===== config.mk =====
export PLATFORM = sky130hd
export DESIGN_NAME = morse_edge_decoder_core
export DESIGN_NICKNAME = d
export VERILOG_FILES = /design/src/sv/med_pkg.sv /design/src/sv/med_fifo.sv /design/src/sv/med_front.sv /design/src/sv/med_back.sv /design/src/sv/morse_edge_decoder_core.sv
export VERILOG_INCLUDE_DIRS = /design/src /design/src/sv
export SDC_FILE = /design/constraint.sdc
export NUM_CORES = 1
export LEC_CHECK = 0
export BUFFER_PORTS_ARGS = -buffer_cell sky130_fd_sc_hd__buf_4
export CAP_MARGIN = 20
export CORE_ASPECT_RATIO = 0.9
export CORE_MARGIN = 2
export CORE_UTILIZATION = 57
export DETAILED_ROUTE_END_ITERATION = 16
export PLACE_DENSITY = 0.81
export SLEW_MARGIN = 5
export SYNTH_ARGS = -nofsm -noshare
export SYNTH_HDL_FRONTEND = slang
export SYNTH_SLANG_ARGS = --single-unit

===== constraint.sdc =====
create_clock -name clk_i -period 4.95 [get_ports clk_i]
set_clock_uncertainty 0.2 [all_clocks]
set_input_delay 0.7425 -clock clk_i [delete_from_list [all_inputs] [get_ports clk_i]]
set_output_delay 0.7425 -clock clk_i [all_outputs]
set_load 0.005 [all_outputs]

===== src/sv/morse_edge_decoder_core_assert.svh =====
// ----------------------------------------------------------------------------
// Assertion macros for the morse edge decoder
// Clocked on clk_i, disabled while rst_ni is low.
// ----------------------------------------------------------------------------
`ifndef MORSE_EDGE_DECODER_CORE_ASSERT_SVH
`define MORSE_EDGE_DECODER_CORE_ASSERT_SVH

// consequent must hold in the same cycle as the antecedent
`define MED_ASSERT_NOW(lbl, ante, cons, msg) \
  lbl: assert property (@(posedge clk_i) disable iff (!rst_ni) (ante) |-> (cons)) \
    else $error(msg);

// consequent must hold in the cycle after the antecedent
`define MED_ASSERT_NEXT(lbl, ante, cons, msg) \
  lbl: assert property (@(posedge clk_i) disable iff (!rst_ni) (ante) |=> (cons)) \
    else $error(msg);

`endif


===== src/sv/med_pkg.sv =====
// ----------------------------------------------------------------------------
// med_pkg
// Shared types, constants and the symbol ROM of the morse edge decoder.
// ----------------------------------------------------------------------------
`timescale 1ns / 1ps
`default_nettype none

package med_pkg;

  localparam int STAMP_W   = 16;
  localparam int CFG_W     = 16;
  localparam int CFG_IDX_W = 3;
  localparam int GLYPH_W   = 7;
  localparam int ROM_SIZE  = 43;
  localparam int ROM_IDX_W = 6;
  localparam int PAT_W     = 8;   // widest symbol the buffer may hold
  localparam int LEN_W     = 4;

  localparam logic [GLYPH_W-1:0] GLYPH_BASE = 7'h30;

  // configuration register indexes
  typedef enum logic [CFG_IDX_W-1:0] {
    REG_DOT_MIN    = 3'd0,
    REG_DOT_MAX    = 3'd1,
    REG_DASH_MIN   = 3'd2,
    REG_DASH_MAX   = 3'd3,
    REG_LETTER_GAP = 3'd4
  } med_reg_e;

  localparam logic [CFG_W-1:0] DOT_MIN_RST    = 16'd1100;
  localparam logic [CFG_W-1:0] DOT_MAX_RST    = 16'd1400;
  localparam logic [CFG_W-1:0] DASH_MIN_RST   = 16'd3200;
  localparam logic [CFG_W-1:0] DASH_MAX_RST   = 16'd4000;
  localparam logic [CFG_W-1:0] LETTER_GAP_RST = 16'd2500;

  // commands from the front end to the symbol back end
  typedef enum logic [1:0] {
    OP_DOT  = 2'd0,
    OP_DASH = 2'd1,
    OP_END  = 2'd2
  } med_op_e;

  typedef struct packed {
    med_op_e op;
  } med_cmd_t;

  typedef struct packed {
    logic                 valid;
    logic [CFG_IDX_W-1:0] index;
    logic [CFG_W-1:0]     data;
  } med_cfg_wr_t;

  typedef struct packed {
    logic [GLYPH_W-1:0] glyph;
    logic               status;
  } med_res_t;

  // symbol ROM: element count and pattern, element k in bit k, dash = 1
  localparam logic [LEN_W-1:0] ROM_LEN [ROM_SIZE] = '{
    4'd5, 4'd5, 4'd5, 4'd5, 4'd5, 4'd5, 4'd5, 4'd5,
    4'd5, 4'd5, 4'd6, 4'd6, 4'd0, 4'd5, 4'd0, 4'd6,
    4'd6, 4'd2, 4'd4, 4'd4, 4'd3, 4'd1, 4'd4, 4'd3, 4'd4, 4'd2,
    4'd4, 4'd3, 4'd4, 4'd2, 4'd2, 4'd3, 4'd4, 4'd4, 4'd3, 4'd3,
    4'd1, 4'd3, 4'd4, 4'd3, 4'd4, 4'd4, 4'd4
  };

  localparam logic [PAT_W-1:0] ROM_PAT [ROM_SIZE] = '{
    8'h1F, 8'h1E, 8'h1C, 8'h18, 8'h10, 8'h00, 8'h01, 8'h03,
    8'h07, 8'h0F, 8'h07, 8'h15, 8'h00, 8'h11, 8'h00, 8'h0C,
    8'h16, 8'h02, 8'h01, 8'h05, 8'h01, 8'h00, 8'h04, 8'h03, 8'h00, 8'h00,
    8'h0E, 8'h05, 8'h02, 8'h03, 8'h01, 8'h07, 8'h06, 8'h0B, 8'h02, 8'h00,
    8'h01, 8'h04, 8'h08, 8'h06, 8'h09, 8'h0D, 8'h03
  };

endpackage

`default_nettype wire


===== src/sv/med_fifo.sv =====
// ----------------------------------------------------------------------------
// med_fifo
// Small register FIFO with fall-through read, used for commands and results.
// ----------------------------------------------------------------------------
`timescale 1ns / 1ps
`default_nettype none

module med_fifo #(
  parameter int DATA_W = 8,
  parameter int DEPTH  = 2   // power of two
) (
  input  logic              clk_i,
  input  logic              rst_ni,
  input  logic              push_i,
  input  logic [DATA_W-1:0] wdata_i,
  output logic              full_o,
  input  logic              pop_i,
  output logic [DATA_W-1:0] rdata_o,
  output logic              empty_o
);

  localparam int PTR_W = (DEPTH > 1) ? $clog2(DEPTH) : 1;
  localparam int CNT_W = $clog2(DEPTH + 1);

  logic [DATA_W-1:0] mem_q [DEPTH];
  logic [PTR_W-1:0]  wr_ptr_q, wr_ptr_d;
  logic [PTR_W-1:0]  rd_ptr_q, rd_ptr_d;
  logic [CNT_W-1:0]  cnt_q, cnt_d;
  logic              do_push, do_pop;

  assign full_o  = (cnt_q == CNT_W'(DEPTH));
  assign empty_o = (cnt_q == '0);
  assign do_push = push_i && !full_o;
  assign do_pop  = pop_i && !empty_o;
  assign rdata_o = mem_q[rd_ptr_q];

  // pointer and fill level update
  always_comb begin
    wr_ptr_d = wr_ptr_q;
    rd_ptr_d = rd_ptr_q;
    cnt_d    = cnt_q;
    if (do_push) begin
      wr_ptr_d = (wr_ptr_q == PTR_W'(DEPTH - 1)) ? '0 : wr_ptr_q + 1'b1;
    end
    if (do_pop) begin
      rd_ptr_d = (rd_ptr_q == PTR_W'(DEPTH - 1)) ? '0 : rd_ptr_q + 1'b1;
    end
    if (do_push && !do_pop) begin
      cnt_d = cnt_q + 1'b1;
    end else if (do_pop && !do_push) begin
      cnt_d = cnt_q - 1'b1;
    end
  end

  always_ff @(posedge clk_i or negedge rst_ni) begin
    if (!rst_ni) begin
      wr_ptr_q <= '0;
      rd_ptr_q <= '0;
      cnt_q    <= '0;
    end else begin
      wr_ptr_q <= wr_ptr_d;
      rd_ptr_q <= rd_ptr_d;
      cnt_q    <= cnt_d;
    end
  end

  // storage, no reset
  always_ff @(posedge clk_i) begin
    if (do_push) begin
      mem_q[wr_ptr_q] <= wdata_i;
    end
  end

endmodule

`default_nettype wire


===== src/sv/med_front.sv =====
// ----------------------------------------------------------------------------
// med_front
// Edge front end: holds the timing registers, measures marks and gaps and
// turns accepted stamps into dot, dash or end-of-symbol commands where they qualify.
// ----------------------------------------------------------------------------
`timescale 1ns / 1ps
`default_nettype none

module med_front #(
  parameter int TIMER_BITS = 16
) (
  input  logic                        clk_i,
  input  logic                        rst_ni,
  input  med_pkg::med_cfg_wr_t        cfg_i,
  input  logic                        push_i,
  input  logic [med_pkg::STAMP_W-1:0] stamp_i,
  input  logic                        cmd_full_i,
  output logic                        cmd_push_o,
  output med_pkg::med_cmd_t           cmd_o
);

  import med_pkg::*;

  localparam int TW = TIMER_BITS;
  localparam int SW = (TW < STAMP_W) ? TW : STAMP_W;
  localparam int CW = (TW > CFG_W) ? TW : CFG_W;

  logic [CFG_W-1:0] dot_min_q, dot_max_q, dash_min_q, dash_max_q, letter_gap_q;
  logic             await_fall_q, gap_valid_q;
  logic [TW-1:0]    rise_q, fall_q;

  logic             accept;
  logic [TW-1:0]    t, mark, gap;
  logic [CW-1:0]    mark_x, gap_x;
  logic             is_dot, is_dash, is_end;

  assign accept = push_i && !cmd_full_i;

  // stamp reduced to the timer width, differences wrap
  always_comb begin
    t         = '0;
    t[SW-1:0] = stamp_i[SW-1:0];
  end

  assign mark = t - rise_q;
  assign gap  = t - fall_q;

  always_comb begin
    mark_x         = '0;
    gap_x          = '0;
    mark_x[TW-1:0] = mark;
    gap_x[TW-1:0]  = gap;
  end

  // mark and gap classification against the windows
  assign is_dot  = (mark_x > CW'(dot_min_q)) && (mark_x < CW'(dot_max_q));
  assign is_dash = !is_dot && (mark_x > CW'(dash_min_q)) && (mark_x < CW'(dash_max_q));
  assign is_end  = gap_valid_q && (gap_x > CW'(letter_gap_q));

  // command to the back end
  always_comb begin
    cmd_push_o = 1'b0;
    cmd_o.op   = OP_END;
    if (accept) begin
      if (!await_fall_q) begin
        cmd_push_o = is_end;
      end else if (is_dot) begin
        cmd_push_o = 1'b1;
        cmd_o.op   = OP_DOT;
      end else if (is_dash) begin
        cmd_push_o = 1'b1;
        cmd_o.op   = OP_DASH;
      end
    end
  end

  // edge tracking
  always_ff @(posedge clk_i or negedge rst_ni) begin
    if (!rst_ni) begin
      await_fall_q <= 1'b0;
      gap_valid_q  <= 1'b0;
      rise_q       <= '0;
      fall_q       <= '0;
    end else if (accept) begin
      await_fall_q <= !await_fall_q;
      if (!await_fall_q) begin
        rise_q <= t;
      end else begin
        fall_q      <= t;
        gap_valid_q <= 1'b1;
      end
    end
  end

  // configuration registers, unknown indexes ignored
  always_ff @(posedge clk_i or negedge rst_ni) begin
    if (!rst_ni) begin
      dot_min_q    <= DOT_MIN_RST;
      dot_max_q    <= DOT_MAX_RST;
      dash_min_q   <= DASH_MIN_RST;
      dash_max_q   <= DASH_MAX_RST;
      letter_gap_q <= LETTER_GAP_RST;
    end else if (cfg_i.valid) begin
      case (cfg_i.index)
        REG_DOT_MIN:    dot_min_q    <= cfg_i.data;
        REG_DOT_MAX:    dot_max_q    <= cfg_i.data;
        REG_DASH_MIN:   dash_min_q   <= cfg_i.data;
        REG_DASH_MAX:   dash_max_q   <= cfg_i.data;
        REG_LETTER_GAP: letter_gap_q <= cfg_i.data;
        default: ;
      endcase
    end
  end

endmodule

`default_nettype wire


===== src/sv/med_back.sv =====
// ----------------------------------------------------------------------------
// med_back
// Symbol back end: collects elements, and on end of symbol looks the pattern
// up in the ROM and, if anything was held, hands one word to the result queue.
// ----------------------------------------------------------------------------
`timescale 1ns / 1ps
`default_nettype none

module med_back #(
  parameter int MAX_ELEMENTS = 6
) (
  input  logic               clk_i,
  input  logic               rst_ni,
  input  logic               cmd_valid_i,
  input  med_pkg::med_cmd_t  cmd_i,
  output logic               cmd_pop_o,
  input  logic               res_full_i,
  output logic               res_push_o,
  output med_pkg::med_res_t  res_o
);

  import med_pkg::*;

  localparam int CNT_W = $clog2(MAX_ELEMENTS + 1);
  localparam int IDX_W = $clog2(MAX_ELEMENTS);

  logic [CNT_W-1:0]        count_q, count_d;
  logic [MAX_ELEMENTS-1:0] bits_q, bits_d;
  logic                    too_long_q, too_long_d;

  logic [PAT_W-1:0]        bits_x;
  logic [LEN_W-1:0]        count_x;
  logic                    found;
  logic [ROM_IDX_W-1:0]    hit_idx;

  always_comb begin
    bits_x                    = '0;
    count_x                   = '0;
    bits_x[MAX_ELEMENTS-1:0]  = bits_q;
    count_x[CNT_W-1:0]        = count_q;
  end

  // ROM search, lowest matching index wins
  always_comb begin
    found   = 1'b0;
    hit_idx = '0;
    for (int i = 0; i < ROM_SIZE; i++) begin
      if (!found && (ROM_LEN[i] == count_x) && (ROM_PAT[i] == bits_x)
          && (count_x != '0)) begin
        found   = 1'b1;
        hit_idx = ROM_IDX_W'(i);
      end
    end
  end

  // command execution
  always_comb begin
    count_d      = count_q;
    bits_d       = bits_q;
    too_long_d   = too_long_q;
    res_push_o   = 1'b0;
    res_o.glyph  = '0;
    res_o.status = 1'b1;
    cmd_pop_o    = cmd_valid_i && !res_full_i;
    if (cmd_pop_o) begin
      case (cmd_i.op)
        OP_DOT, OP_DASH: begin
          if (count_q < CNT_W'(MAX_ELEMENTS)) begin
            bits_d[count_q[IDX_W-1:0]] = (cmd_i.op == OP_DASH);
            count_d = count_q + 1'b1;
          end else begin
            too_long_d = 1'b1;
          end
        end
        OP_END: begin
          res_push_o = (count_q != '0) || too_long_q;
          if (!too_long_q && found) begin
            res_o.glyph  = GLYPH_BASE + GLYPH_W'(hit_idx);
            res_o.status = 1'b0;
          end
          count_d    = '0;
          bits_d     = '0;
          too_long_d = 1'b0;
        end
        default: ;
      endcase
    end
  end

  always_ff @(posedge clk_i or negedge rst_ni) begin
    if (!rst_ni) begin
      count_q    <= '0;
      bits_q     <= '0;
      too_long_q <= 1'b0;
    end else begin
      count_q    <= count_d;
      bits_q     <= bits_d;
      too_long_q <= too_long_d;
    end
  end

endmodule

`default_nettype wire


===== src/sv/morse_edge_decoder_core.sv =====
// ----------------------------------------------------------------------------
// morse_edge_decoder_core
// Decodes morse characters from timer capture stamps of a keyed signal.
// ----------------------------------------------------------------------------
// Takes one edge stamp per clock while full is low; one character word can be
// taken per clock from the result side. A stamp that finishes a symbol is
// registered as a command in the queue between the edge front end and the
// symbol back end; the back end then writes its word into the result queue,
// from which it shows on the result ports. Each side stalls on its own;
// stamps are held off while the two-entry command queue is full, which can
// only happen once the two-entry result queue has backed up. Status 1 marks
// an unknown or overlong pattern, with glyph zero.
`timescale 1ns / 1ps
`default_nettype none

module morse_edge_decoder_core #(
  parameter int MAX_ELEMENTS = 6,
  parameter int TIMER_BITS   = 16
) (
  input  logic                          clk_i,
  input  logic                          rst_ni,
  // configuration
  input  logic                          cfg_valid_i,
  output logic                          cfg_ready_o,
  input  logic [med_pkg::CFG_IDX_W-1:0] cfg_index_i,
  input  logic [med_pkg::CFG_W-1:0]     cfg_data_i,
  // stamps in
  input  logic                          push,
  output logic                          full,
  input  logic [med_pkg::STAMP_W-1:0]   stamp_i,
  // characters out
  output logic                          empty,
  input  logic                          pop,
  output logic [med_pkg::GLYPH_W-1:0]   glyph_o,
  output logic                          status_o
);

  import med_pkg::*;

  `include "morse_edge_decoder_core_assert.svh"

  med_cfg_wr_t cfg_wr;
  logic        cmd_push, cmd_full, cmd_pop, cmd_empty;
  med_cmd_t    cmd_in, cmd_out;
  logic        res_push, res_full;
  med_res_t    res_in, res_out;

  assign cfg_ready_o  = 1'b1;
  assign cfg_wr.valid = cfg_valid_i;
  assign cfg_wr.index = cfg_index_i;
  assign cfg_wr.data  = cfg_data_i;

  // edge front end
  med_front #(
    .TIMER_BITS (TIMER_BITS)
  ) u_front (
    .clk_i      (clk_i),
    .rst_ni     (rst_ni),
    .cfg_i      (cfg_wr),
    .push_i     (push),
    .stamp_i    (stamp_i),
    .cmd_full_i (cmd_full),
    .cmd_push_o (cmd_push),
    .cmd_o      (cmd_in)
  );

  assign full = cmd_full;

  // command queue
  med_fifo #(
    .DATA_W ($bits(med_cmd_t)),
    .DEPTH  (2)
  ) u_cmd_fifo (
    .clk_i   (clk_i),
    .rst_ni  (rst_ni),
    .push_i  (cmd_push),
    .wdata_i (cmd_in),
    .full_o  (cmd_full),
    .pop_i   (cmd_pop),
    .rdata_o (cmd_out),
    .empty_o (cmd_empty)
  );

  // symbol back end
  med_back #(
    .MAX_ELEMENTS (MAX_ELEMENTS)
  ) u_back (
    .clk_i       (clk_i),
    .rst_ni      (rst_ni),
    .cmd_valid_i (!cmd_empty),
    .cmd_i       (cmd_out),
    .cmd_pop_o   (cmd_pop),
    .res_full_i  (res_full),
    .res_push_o  (res_push),
    .res_o       (res_in)
  );

  // result queue
  med_fifo #(
    .DATA_W ($bits(med_res_t)),
    .DEPTH  (2)
  ) u_res_fifo (
    .clk_i   (clk_i),
    .rst_ni  (rst_ni),
    .push_i  (res_push),
    .wdata_i (res_in),
    .full_o  (res_full),
    .pop_i   (pop),
    .rdata_o (res_out),
    .empty_o (empty)
  );

  assign glyph_o  = res_out.glyph;
  assign status_o = res_out.status;

  // checks
  `MED_ASSERT_NOW(a_res_no_drop, res_push, !res_full, "result pushed into a full queue")
  `MED_ASSERT_NEXT(a_res_visible, res_push, !empty, "pushed result not visible")
  `MED_ASSERT_NOW(a_unknown_zero, !empty && status_o, glyph_o == '0, "unknown word with glyph")
  `MED_ASSERT_NOW(a_glyph_range, !empty && !status_o, (glyph_o >= 7'h30) && (glyph_o <= 7'h5A), "decoded glyph out of range")

endmodule

`default_nettype wire


==> key figures <==
Route
  – Final WL: 25500 um
  – DRT iter0 DRCs: 453
  – Antenna-violating nets left: 0
  – WL per Instance: 17.7 um
  – DRC: 0
  – Via count: 8420
  – Vias/cell: 5.84
  – First drt pass iteration count: 5

STA
  – Fmax: 210 MHz
  – Max-slew violations: 0
  – Worst Tran Pin Value: approximately 0.99 ns
  – Setup_tns: 0 ns
  – Hold Fails Final Rpt: 0
  – Final WS setup: about 0.18 ns
  – Final setup viols: 0
  – Crit path time final: 4.77 ns
  – Worst hold slack: 0.191 ns
  – Rel. slew slack: 34.1%
  – Fin crit share: 96.3%

CTS
  – CTS Root Cell: clkbuf_16
  – Clk buf depth: 2
  – # clock sinks: 152
  – Clk_lat worst skew: 0.43 ns
  – Clock Pin Slew Worst Setup and Hold Paths: roughly 0.060 ns
  – CTS tree: yes
  – Total CTS buffers: 17
  – H-tree Lvls: 4
  – CTS Hold Bufs: 0

Layout
  – Area Overhead vs Synth: 16.2%
  – Layout cells sized above 1: 20.9%
  – Fin area: 11900 sq um
  – Final nets: 1347
  – N_diodes: 0
  – Non-filler instance count after layout: 1442

Critical path
  – CP max FO: 3
  – Crit Path Category: input port to flip-flop
  – CP arrival: just under 5 ns
  – Crit start category: input port
  – WP data required: a little over 5 ns
  – Worst setup EP type: flip-flop

Global route
  – Largest net degree at the start of global routing: 96
  – Vias in the first global route: 8429
  – Antenna violations before repair: 0
  – Grt total ovfl: 0
  – Global-route wire length before repair: 41100 um
  – Gr usage total: 27.1%

Die
  – Die height: 131 um
  – I/O pins: 51
  – Die W: 145 um
  – Starting Density: between 50% and 60%
  – Row count: 46
  – Die Footprint: 19000 sq um
  – Core area: ~18000 sq um

Power and ir drop
  – Leak pwr: 5.37 nW
  – Cell internal pwr: 4.82 mW
  – Clock power share: ~16%
  – Switching component of the power: roughly 3.6 mW
  – Power share of the sequential group: about a quarter
  – Power per cell area: 707 nW/um^2
  – Worst vdd ir: around 0.41 mV
  – Sw frac: 42.5%
  – Logic pwr share: 60.3%

Yosys
  – Mapped Avg Cell Area: 9.25 sq um
  – Synth Area in Adders: 14.6%
  – Syn Inst Count: about 1100
  – Synth Area in Simple Gates: around 15%
  – Netlist cell types: 73
  – Flops & latches, synth: 152
  – Post-synthesis sequential area ratio: just under 40%
  – Number of synthesized flops with an enable pin: 20
  – Synth Net Count: 1262
  – Syn Std Cell Area: a little over 10000 sq um
  – Yosys synthesis warning count: 0
  – Top_reg_cell synth: dfrtp_1
  – Post-synthesis compound-gate area fraction: 16.1%
  – Synth Area in XOR/XNOR: roughly 3.3%
  – Multiplexer area fraction after synthesis: 5.48%
  – Largest family of logic cells by synthesized area: compound AO/OA/AOI/OAI gates
  – Async set-reset flop share out of synthesis: 86.8%

Job
  – Max-Cap Viols: 0

Placement
  – Final RePlAce weighted congestion: 0.897
  – Placed insts: 1405
  – Port-buffer cells: roughly 50
  – Dpl hpwl: roughly 18000 um
  – Pre-CTS WS: -0.342 ns
  – Placed inst area: 11100 sq um

Outcome
  – Status: finished clean

Min path
  – Min-delay worst type: input port to asynchronous set/reset pin
## cells by family after synthesis
family          count (synthesis)
flops                         152
xor+xnor                       39
fa+ha+maj                     118
compound gates                264
buf+inv                       165
simple gates                  315
mux                            50
other cells                     1
## synth_stat cells, drive strengths merged (19+ instances only)
master | n | area share (%)
ha | 116 | 14
xnor2 | 30 | 2.6
nand4 | 19 | 1.2
mux2 | 47 | 5.2
nor2 | 45 | 1.7
edfxtp | 20 | 5.9
nor3 | 22 | 1.2
dfstp | 24 | 6.2
dfrtp | 108 | 26
inv | 127 | 4.7
a21oi | 50 | 2.5
nand3 | 31 | 1.5
o21ai | 111 | 5.4
clkbuf | 23 | 0.86
nand2 | 127 | 4.7
## final timing paths
| check | from | endpoint | slack [ns] | cells after the start |
|---|---|---|---|---|
| max in group asynchronous | rst_ni | u_front.letter_gap_q[7] | 3.32 | 2 |
| max | stamp_i[1] | u_cmd_fifo.cnt_q[1] | 0.18 | 23 |
| max reg2reg | u_front.rise_q[1] | u_cmd_fifo.cnt_q[1] | 0.23 | 23 |
| min | rst_ni | u_front.dot_max_q[2] | 0.19 | 1 |
| min reg2reg | u_res_fifo.wr_ptr_q | u_res_fifo.wr_ptr_q | 0.29 | 1 |
| min in group clk_i | u_res_fifo.wr_ptr_q | u_res_fifo.wr_ptr_q | 0.29 | 1 |
## registers in the layout (all words and copies together) (netlist names)
name / count
u_front.rise_q: 16
u_cmd_fifo.mem_q: 4
u_back.count_q: 3
u_res_fifo.wr_ptr_q: 1
u_cmd_fifo.rd_ptr_q: 1
u_front.dot_min_q: 16
u_front.dash_min_q: 16
u_cmd_fifo.wr_ptr_q: 1
u_front.await_fall_q: 1
u_front.letter_gap_q: 16
u_back.bits_q: 6
u_front.dot_max_q: 16
u_front.dash_max_q: 16
u_res_fifo.cnt_q: 2
u_res_fifo.mem_q: 16
u_front.fall_q: 16
u_cmd_fifo.cnt_q: 2
u_front.gap_valid_q: 1
u_res_fifo.rd_ptr_q: 1
u_back.too_long_q: 1
## cell usage in the layout, fill, tap and decap left out, drive strengths merged, types with 6 or more instances in the layout
cell type  Yosys  routed
o21ai        111     111
o21bai         6       6
nor2b         17      17
a31oi         10      10
nand2        127     127
o31ai          8       8
nor3          22      22
xnor2         30      30
nor2          45      45
dfrtp        108     108
and3           7       7
xor2           9       9
inv          127     132
o22ai          6       6
edfxtp        20      20
ha           116     116
nand3         31      31
dfstp         24      24
a21o          14      14
nor4          10      10
nand4         19      19
clkbuf        23      19
nand2b        12      12
o21a          13      13
buf           15     104
mux2          47      47
a211oi         6       6
a21oi         50      50
## power groups by stage
stage	logic [mW]	registers, mW	clock network (mW)
floorplan	3.39	1.84	0
global placement	4.59	1.95	0
detailed placement	4.72	1.97	0
CTS	4.83	1.95	1.39
global route	5.64	2.00	1.44
finish	5.06	1.96	1.37
## per-layer routing
layer	vias up	share of wire, %	global-route usage [%]
met3	75	4.4	4.72
met2	251	52	50.3
li1	4046	-	-
met1	4048	40	31.2
met4	0	3.7	12.2
met5	-	0	0
## cell type report
type	instances	area, sq um
timing repair buffer	104	782
tap	240	300
sequential	152	3930
clock buffer	19	454
fill	1330	5690
multi-input combinational	787	5760
clock inverter	13	163
inverter	127	477
## critical path, cell delays in order
cell and delay, ns:
buf_4 0.12, ha_1 0.31, nor2b_4 0.15, o31ai_4 0.26
a21oi_2 0.11, and4_1 0.22, o31ai_1 0.21, buf_4 0.17
o2111ai_2 0.14, a21oi_2 0.20, xnor2_2 0.12, ha_1 0.32
nand4_1 0.15, or4_4 0.52, nand2_2 0.08, a211o_1 0.14
nor3_2 0.06, a211oi_2 0.25, inv_1 0.08, ha_2 0.17
xor2_1 0.14, nor2_1 0.13, xor2_1 0.14
## through the flow
stage / util (%) / power, mW
final: 67.6 / 8.39
after global routing: 67.6 / 9.08
after CTS: 66.6 / 8.17
after detailed placement: 63.1 / 6.69
after global placement: 63.1 / 6.54
after floorplan: - / 5.23
## repair_timing
action | in CTS | in global routing
pin swaps | 0 | 22
gates resized for setup | 1 | 30
buffers inserted | 0 | 5
endpoints found under the setup margin | 1 | 6
Note: power is estimated with default switching activity, not from simulation.
